[src/rtl/arpr_pkg.sv]
// ----------------------------------------------------------------------------
// arpr_pkg
// Shared types and protocol constants for the ARP request responder.
// ----------------------------------------------------------------------------
`default_nettype none

package arpr_pkg;

    localparam int unsigned FRAME_LEN   = 42;
    localparam int unsigned ETH_HDR_LEN = 14;

    localparam logic [15:0] ETHERTYPE_ARP = 16'h0806;
    localparam logic [15:0] HTYPE_ETH     = 16'h0001;
    localparam logic [15:0] PTYPE_IPV4    = 16'h0800;
    localparam logic [7:0]  HLEN_ETH      = 8'h06;
    localparam logic [7:0]  PLEN_IPV4     = 8'h04;
    localparam logic [15:0] OP_REQUEST    = 16'h0001;
    localparam logic [15:0] OP_REPLY      = 16'h0002;

    localparam logic [7:0] CFG_OWN_MAC = 8'd0;
    localparam logic [7:0] CFG_OWN_IP  = 8'd1;

    typedef struct packed {
        logic [47:0] peer_mac;
        logic [31:0] peer_ip;
        logic [31:0] asked_ip;
    } t_job;

    typedef struct packed {
        logic full;
        logic empty;
    } t_q_stat;

endpackage

`default_nettype wire

[src/rtl/arpr_front.sv]
// ----------------------------------------------------------------------------
// arpr_front
// Frame parser: checks the ARP request header, captures the addresses and
// queues a reply job at the end of a matching frame.
// ----------------------------------------------------------------------------
`default_nettype none

module arpr_front (
    input  wire logic            i_clk,
    input  wire logic            i_rst_n,
    input  wire logic            i_accept,
    input  wire logic [7:0]      i_frame_byte,
    input  wire logic            i_frame_end,
    input  wire logic [31:0]     i_own_ip,
    output logic                 o_job_push,
    output arpr_pkg::t_job       o_job
);

    localparam logic [5:0] POS_ETYPE_HI = 6'(arpr_pkg::ETH_HDR_LEN - 2);
    localparam logic [5:0] POS_ETYPE_LO = 6'(arpr_pkg::ETH_HDR_LEN - 1);
    localparam logic [5:0] POS_HTYPE_HI = 6'(arpr_pkg::ETH_HDR_LEN + 0);
    localparam logic [5:0] POS_HTYPE_LO = 6'(arpr_pkg::ETH_HDR_LEN + 1);
    localparam logic [5:0] POS_PTYPE_HI = 6'(arpr_pkg::ETH_HDR_LEN + 2);
    localparam logic [5:0] POS_PTYPE_LO = 6'(arpr_pkg::ETH_HDR_LEN + 3);
    localparam logic [5:0] POS_OP_HI    = 6'(arpr_pkg::ETH_HDR_LEN + 6);
    localparam logic [5:0] POS_OP_LO    = 6'(arpr_pkg::ETH_HDR_LEN + 7);
    localparam logic [5:0] POS_SHA      = 6'(arpr_pkg::ETH_HDR_LEN + 8);
    localparam logic [5:0] POS_SPA      = 6'(arpr_pkg::ETH_HDR_LEN + 14);
    localparam logic [5:0] POS_THA      = 6'(arpr_pkg::ETH_HDR_LEN + 18);
    localparam logic [5:0] POS_TPA      = 6'(arpr_pkg::ETH_HDR_LEN + 24);
    localparam logic [5:0] POS_LAST     = 6'(arpr_pkg::FRAME_LEN - 1);
    localparam logic [5:0] POS_MAX      = 6'd63;

    logic [5:0]  r_pos;
    logic        r_pass;
    logic [47:0] r_peer_mac;
    logic [31:0] r_peer_ip;
    logic [31:0] r_asked_ip;

    logic [47:0] n_peer_mac;
    logic [31:0] n_peer_ip;
    logic [31:0] n_asked_ip;
    logic        n_pass;
    logic        chk_en;
    logic [7:0]  chk_val;

    always_comb begin
        chk_en  = 1'b1;
        chk_val = 8'h00;
        unique case (r_pos)
            POS_ETYPE_HI: chk_val = arpr_pkg::ETHERTYPE_ARP[15:8];
            POS_ETYPE_LO: chk_val = arpr_pkg::ETHERTYPE_ARP[7:0];
            POS_HTYPE_HI: chk_val = arpr_pkg::HTYPE_ETH[15:8];
            POS_HTYPE_LO: chk_val = arpr_pkg::HTYPE_ETH[7:0];
            POS_PTYPE_HI: chk_val = arpr_pkg::PTYPE_IPV4[15:8];
            POS_PTYPE_LO: chk_val = arpr_pkg::PTYPE_IPV4[7:0];
            POS_OP_HI:    chk_val = arpr_pkg::OP_REQUEST[15:8];
            POS_OP_LO:    chk_val = arpr_pkg::OP_REQUEST[7:0];
            default:      chk_en  = 1'b0;
        endcase
    end

    always_comb begin
        n_pass     = r_pass && !(chk_en && (i_frame_byte != chk_val));
        n_peer_mac = r_peer_mac;
        n_peer_ip  = r_peer_ip;
        n_asked_ip = r_asked_ip;
        if (r_pos >= POS_SHA && r_pos < POS_SPA) begin
            n_peer_mac = {r_peer_mac[39:0], i_frame_byte};
        end
        if (r_pos >= POS_SPA && r_pos < POS_THA) begin
            n_peer_ip = {r_peer_ip[23:0], i_frame_byte};
        end
        if (r_pos >= POS_TPA && r_pos <= POS_LAST) begin
            n_asked_ip = {r_asked_ip[23:0], i_frame_byte};
        end
    end

    assign o_job_push = i_accept && i_frame_end && (r_pos >= POS_LAST) && n_pass
                        && (n_asked_ip == i_own_ip);
    assign o_job      = {n_peer_mac, n_peer_ip, n_asked_ip};

    always_ff @(posedge i_clk) begin
        if (!i_rst_n) begin
            r_pos  <= '0;
            r_pass <= 1'b1;
        end else if (i_accept) begin
            if (i_frame_end) begin
                r_pos  <= '0;
                r_pass <= 1'b1;
            end else begin
                r_pass <= n_pass;
                if (r_pos != POS_MAX) begin
                    r_pos <= r_pos + 6'd1;
                end
            end
        end
    end

    always_ff @(posedge i_clk) begin
        if (i_accept) begin
            r_peer_mac <= n_peer_mac;
            r_peer_ip  <= n_peer_ip;
            r_asked_ip <= n_asked_ip;
        end
    end

endmodule

`default_nettype wire

[src/rtl/arpr_jobq.sv]
// ----------------------------------------------------------------------------
// arpr_jobq
// Short register queue of reply jobs between parser and reply generator.
// ----------------------------------------------------------------------------
`default_nettype none

module arpr_jobq #(
    parameter int unsigned DEPTH = 2
) (
    input  wire logic            i_clk,
    input  wire logic            i_rst_n,
    input  wire logic            i_push,
    input  wire arpr_pkg::t_job  i_job,
    input  wire logic            i_pop,
    output arpr_pkg::t_job       o_head,
    output arpr_pkg::t_q_stat    o_stat
);

    localparam int unsigned AW = (DEPTH > 1) ? $clog2(DEPTH) : 1;
    localparam int unsigned CW = $clog2(DEPTH + 1);
    localparam logic [AW-1:0] PTR_LAST = AW'(DEPTH - 1);

    arpr_pkg::t_job r_mem [DEPTH];
    logic [AW-1:0]  r_wp;
    logic [AW-1:0]  r_rp;
    logic [CW-1:0]  r_cnt;
    logic           do_push;
    logic           do_pop;

    assign o_stat  = {(r_cnt == CW'(DEPTH)), (r_cnt == CW'(0))};
    assign do_push = i_push && !o_stat.full;
    assign do_pop  = i_pop && !o_stat.empty;
    assign o_head  = r_mem[r_rp];

    always_ff @(posedge i_clk) begin
        if (!i_rst_n) begin
            r_wp  <= '0;
            r_rp  <= '0;
            r_cnt <= '0;
        end else begin
            if (do_push) begin
                r_wp <= (r_wp == PTR_LAST) ? '0 : r_wp + AW'(1);
            end
            if (do_pop) begin
                r_rp <= (r_rp == PTR_LAST) ? '0 : r_rp + AW'(1);
            end
            if (do_push && !do_pop) begin
                r_cnt <= r_cnt + CW'(1);
            end else if (do_pop && !do_push) begin
                r_cnt <= r_cnt - CW'(1);
            end
        end
    end

    always_ff @(posedge i_clk) begin
        if (do_push) begin
            r_mem[r_wp] <= i_job;
        end
    end

endmodule

`default_nettype wire

[src/rtl/arpr_back.sv]
// ----------------------------------------------------------------------------
// arpr_back
// Reply generator: streams the 42-byte ARP reply for the head job into the
// output register.
// ----------------------------------------------------------------------------
`default_nettype none

module arpr_back (
    input  wire logic            i_clk,
    input  wire logic            i_rst_n,
    input  wire arpr_pkg::t_job  i_job,
    input  wire logic            i_job_valid,
    input  wire logic [47:0]     i_own_mac,
    input  wire logic            i_pop,
    output logic                 o_job_pop,
    output logic                 o_empty,
    output logic [7:0]           o_reply_byte,
    output logic                 o_reply_last
);

    localparam logic [5:0] IDX_LAST = 6'(arpr_pkg::FRAME_LEN - 1);
    localparam int unsigned FW = 8 * arpr_pkg::FRAME_LEN;

    logic [5:0]    r_idx;
    logic          r_valid;
    logic [7:0]    r_byte;
    logic          r_last;
    logic          adv;
    logic          emit;
    logic [5:0]    sel;
    logic [FW-1:0] frame;

    assign frame = {i_job.peer_mac, i_own_mac, arpr_pkg::ETHERTYPE_ARP,
                    arpr_pkg::HTYPE_ETH, arpr_pkg::PTYPE_IPV4,
                    arpr_pkg::HLEN_ETH, arpr_pkg::PLEN_IPV4, arpr_pkg::OP_REPLY,
                    i_own_mac, i_job.asked_ip, i_job.peer_mac, i_job.peer_ip};

    assign sel       = IDX_LAST - r_idx;
    assign adv       = !r_valid || i_pop;
    assign emit      = adv && i_job_valid;
    assign o_job_pop = emit && (r_idx == IDX_LAST);

    assign o_empty      = !r_valid;
    assign o_reply_byte = r_byte;
    assign o_reply_last = r_last;

    always_ff @(posedge i_clk) begin
        if (!i_rst_n) begin
            r_idx   <= '0;
            r_valid <= 1'b0;
        end else begin
            if (adv) begin
                r_valid <= i_job_valid;
            end
            if (emit) begin
                r_idx <= (r_idx == IDX_LAST) ? '0 : r_idx + 6'd1;
            end
        end
    end

    always_ff @(posedge i_clk) begin
        if (emit) begin
            r_byte <= frame[{sel, 3'b000} +: 8];
            r_last <= (r_idx == IDX_LAST);
        end
    end

endmodule

`default_nettype wire

[src/rtl/arp_request_responder_core.sv]
// ----------------------------------------------------------------------------
// arp_request_responder_core
// ARP request responder: parses received Ethernet frames and answers ARP
// requests for the configured IPv4 address with a 42-byte reply.
// ----------------------------------------------------------------------------
// Frame bytes are taken one per clock while full is low. A matching request
// queues one reply job, and the reply generator sends its 42 bytes one per
// clock through the result port while pop is high. Input stalls (full high)
// only while the reply job queue holds JOB_DEPTH jobs, set by the generator
// draining one job per 42 emitted bytes.
`default_nettype none

module arp_request_responder_core #(
    parameter int unsigned JOB_DEPTH = 2
) (
    input  wire logic        i_clk,
    input  wire logic        i_rst_n,
    input  wire logic        i_cfg_we,
    input  wire logic [7:0]  i_cfg_idx,
    input  wire logic [47:0] i_cfg_data,
    input  wire logic        push,
    output logic             full,
    input  wire logic [7:0]  i_frame_byte,
    input  wire logic        i_frame_end,
    output logic             empty,
    input  wire logic        pop,
    output logic [7:0]       o_reply_byte,
    output logic             o_reply_last
);

    logic [47:0]       r_own_mac;
    logic [31:0]       r_own_ip;
    logic              accept;
    logic              job_push;
    logic              job_pop;
    arpr_pkg::t_job    job_in;
    arpr_pkg::t_job    job_head;
    arpr_pkg::t_q_stat q_stat;

    always_ff @(posedge i_clk) begin
        if (!i_rst_n) begin
            r_own_mac <= '0;
            r_own_ip  <= '0;
        end else if (i_cfg_we) begin
            if (i_cfg_idx == arpr_pkg::CFG_OWN_MAC) begin
                r_own_mac <= i_cfg_data;
            end else if (i_cfg_idx == arpr_pkg::CFG_OWN_IP) begin
                r_own_ip <= i_cfg_data[31:0];
            end
        end
    end

    assign full   = q_stat.full;
    assign accept = push && !q_stat.full;

    arpr_front u_front (
        .i_clk        (i_clk),
        .i_rst_n      (i_rst_n),
        .i_accept     (accept),
        .i_frame_byte (i_frame_byte),
        .i_frame_end  (i_frame_end),
        .i_own_ip     (r_own_ip),
        .o_job_push   (job_push),
        .o_job        (job_in)
    );

    arpr_jobq #(
        .DEPTH (JOB_DEPTH)
    ) u_jobq (
        .i_clk   (i_clk),
        .i_rst_n (i_rst_n),
        .i_push  (job_push),
        .i_job   (job_in),
        .i_pop   (job_pop),
        .o_head  (job_head),
        .o_stat  (q_stat)
    );

    arpr_back u_back (
        .i_clk        (i_clk),
        .i_rst_n      (i_rst_n),
        .i_job        (job_head),
        .i_job_valid  (!q_stat.empty),
        .i_own_mac    (r_own_mac),
        .i_pop        (pop),
        .o_job_pop    (job_pop),
        .o_empty      (empty),
        .o_reply_byte (o_reply_byte),
        .o_reply_last (o_reply_last)
    );

endmodule

`default_nettype wire

[config.mk]
export PLATFORM = sky130hd
export DESIGN_NAME = arp_request_responder_core
export DESIGN_NICKNAME = d
export VERILOG_FILES = /design/src/rtl/arpr_pkg.sv /design/src/rtl/arpr_front.sv /design/src/rtl/arpr_jobq.sv /design/src/rtl/arpr_back.sv /design/src/rtl/arp_request_responder_core.sv
export SDC_FILE = /design/constraint.sdc
export NUM_CORES = 1
export LEC_CHECK = 0
export ABC_AREA = 1
export BUFFER_PORTS_ARGS = -buffer_cell sky130_fd_sc_hd__buf_2
export CAP_MARGIN = 20
export CORE_MARGIN = 2
export CORE_UTILIZATION = 45
export CTS_BUF_LIST = sky130_fd_sc_hd__clkbuf_2
export DETAILED_ROUTE_END_ITERATION = 7
export PLACE_DENSITY = 0.59
export SLEW_MARGIN = 5
export SYNTH_ARGS = -nofsm -noshare
export SYNTH_HDL_FRONTEND = slang
export SYNTH_HIERARCHICAL = 1
export SYNTH_SLANG_ARGS = --single-unit
[constraint.sdc]
create_clock -name i_clk -period 15.4 [get_ports i_clk]
set_input_delay 3.08 -clock i_clk [delete_from_list [all_inputs] [get_ports i_clk]]
set_output_delay 3.08 -clock i_clk [all_outputs]
set_load 0.005 [all_outputs]
==> run metrics <==
Power Dens Cells=99.5 mW/mm²; largest area contributor in the netlist=edfxtp_1; worst IR drop on VDD=0.0503 mV; die area=0.0477 mm²; Fillers=4,323; core area=0.0454 mm²; max-cap violation count=0; Routed WL=53.4 mm; # hold bufs at CTS=0; initial drt markers=1,473; dpl hpwl=33.6 mm; Hold Crit Class=register to register; final instance area=0.0225 mm²; cell area after synthesis=0.0207 mm²; standard-cell row count=78; nets=2,286; startpoint types=input port; routed vias=15,100; I/O pins=81; cells after synthesis=2,095; Seq/Total Area, Yosys=59.7%; CTS Buf Count=114; Synth cell types=42; Highest Clock Rate=151 MHz; die height=218 µm; min Tclk post-route=6.61 ns; post-CTS setup buffer count=0; Slew headroom=32.9%; Least-Margin Pin Slew=1.01 ns; syn avg cell area=9.87 µm²; crit path capture type=register; YS warnings=6; Tot GR Track Use=22.7%; number of global-route vias before repair=14,500; Crit Path Max Fanout=43; die width=218 µm; GRT Residual Overflow=0; Pre-antenna DRT Iters=5; placed inst area=0.0213 mm²; Max Slew Vio Count=0; Post-synth top flop=edfxtp_1; DRT antenna net count=0; most frequent cells in the layout=nand2_1 (545), edfxtp_1 (345), nor2_1 (200); clock skew=0.122 ns; CTS clk-pin slew, worst paths=0.09 ns; clk buf depth=3; Tcrit/Tclk final=42.9%; Post-synth EDFFs=345; Final Hold Fails=0; RD Place Congestion=0.862; Async SR Flop Fraction=0%; DR DRC count=0; PortBufs=80; RSZ-0062 raised after global routing=false; setup tns final=0 ns; most common library cell in the layout ignoring fill and taps=nand2_1; status=finished, final reports clean; synth top area cells=edfxtp_1 (50%), nand2_1 (9.9%), dfxtp_1 (9.6%); worst path required time=16.08 ns; initial antenna violation count=1; post-synthesis register bit count=444; latest clock arrival within the worst-skew pair=1.15 ns; CTS Root Buffer Type=clkbuf_2; CTS H-tree lvls=3; Synth top area share=50.1%; CTS tree=built; share of layout cells above drive strength 1=19.5%; net count after synthesis=2,175; initial core utilization=45.6%; crit path DAT=7.29 ns; DR WL/cell=18.5 µm; global-route wire length before repair=82.9 mm; largest net degree at the start of global routing=114; Setup CP Type=input port to register; Resized cells post-CTS=0; Vias/cell=5.22; area grow syn2layout=8.68%; Final setup viols=0; cell leakage power=9.02 nW; clk sinks=444
-- power by group --
group,internal (mW),switching [mW]
Combinational,0.0240,0.0610
Sequential,1.31,0.00902
Clock,0.350,0.485
Total,1.68,0.555
-- flip-flops by register name, summed over array words and instances (netlist names), named ones only --
| register | flops |
|---|---|
| u_jobq/r_wp | 1 |
| u_front/r_pass | 1 |
| u_jobq/r_mem | 224 |
| u_back/r_valid | 1 |
| u_back/r_idx | 6 |
| u_front/r_asked_ip | 32 |
| u_front/r_peer_ip | 32 |
| u_back/o_reply_last | 1 |
| u_jobq/r_cnt | 2 |
| u_front/r_pos | 6 |
| u_back/o_reply_byte | 8 |
| r_own_mac | 48 |
| r_own_ip | 32 |
| u_front/r_peer_mac | 48 |
| u_jobq/r_rp | 1 |
-- worst max-delay path: stages --
cell	delay (ns)
buf_2	0.09
inv_1	0.33
nand2_1	0.19
nor2_1	0.15
nand2_1	0.07
nor2_1	0.10
nand3_1	0.08
nand2_1	0.06
nand2_1	0.07
nor2_1	0.08
nand2_1	0.06
nor2_1	0.12
nand3_1	0.14
nor2_1	0.18
o21ai_0	0.30
nor2_4	0.85
buf_4	0.62
buf_4	0.64
-- synth_stat cells (3+ instances only) --
| cell type | number |
|---|---|
| nor2_1 | 205 |
| nor2_4 | 6 |
| inv_1 | 191 |
| o21ai_2 | 6 |
| a211oi_1 | 3 |
| nand2_1 | 545 |
| inv_2 | 9 |
| nand3b_1 | 3 |
| dfxtp_1 | 99 |
| clkbuf_1 | 20 |
| nand2_2 | 5 |
| buf_1 | 8 |
| nand3_1 | 175 |
| buf_4 | 15 |
| nor2_2 | 4 |
| mux2_2 | 120 |
| a21oi_1 | 117 |
| buf_6 | 29 |
| nand4_1 | 5 |
| o21ai_1 | 13 |
| edfxtp_1 | 345 |
| nor3_1 | 4 |
| o21ai_0 | 75 |
| o211ai_1 | 14 |
| ha_1 | 10 |
| a22oi_1 | 19 |
| buf_2 | 33 |
-- per-layer routing --
metal	GRT usage (%)	part of all wire [%]	wire (µm)
met4	7.44	1.7	906
met3	3.83	5.3	2840
met5	0	0	0
met1	32.1	47	24900
met2	35.4	46	24800
-- cell families (layout without fill, tap and decap cells) --
kind of cell | Yosys count | in the layout | share of synthesized area (%)
buffers and inverters | 308 | 504 | 7.14
DFF | 444 | 444 | 59.7
xor gates and xnor gates | 2 | 2 | 0.175
adders and majority gates | 10 | 10 | 0.605
AOI/OAI and AO/OA | 252 | 252 | 6.79
other | 0 | 1 | 0
and+or+nand+nor | 959 | 959 | 19.1
muxes | 120 | 120 | 6.53
-- final timing paths --
| check | start | endpoint | slack, ns | cells after the start |
|---|---|---|---|---|
| max | i_frame_byte[5] | u_jobq/r_mem[1][60] | 8.79 | 18 |
| min | u_front/r_pass | u_front/r_pass | 0.48 | 2 |
| max reg2reg | u_front/r_pos[1] | u_jobq/r_mem[1][60] | 9.49 | 19 |
| min reg2reg | u_front/r_pass | u_front/r_pass | 0.48 | 2 |
-- through the flow --
stage          setup slack [ns]  std cells  power [mW]  utilization [%]  hold WS [ns]
2_1_floorplan              1.36       2095        1.39                -         0.437
3_3_place_gp               7.72       2686        1.43             47.0         0.458
3_5_place_dp               7.70       2686        1.43             47.0         0.459
4_1_cts                    8.91       2887        2.27             49.3         0.483
5_1_grt                    8.59       2892        2.34             49.5         0.514
6_report                   8.79       2892        2.24             49.5         0.483
-- final cells by class --
cell class              instances  area [µm²]  area share, %
flip-flops and latches        444       12300           54.9
multi-input cells            1343        6910           30.8
clock buffers                 172         861           3.83
repair buffers                100         621           2.76
diodes                          1        2.50         0.0111
clock inverters                29         214          0.952
inverters                     203         767           3.41
well taps                     600         751           3.34
Note: power is estimated with default switching activity, not from simulation.
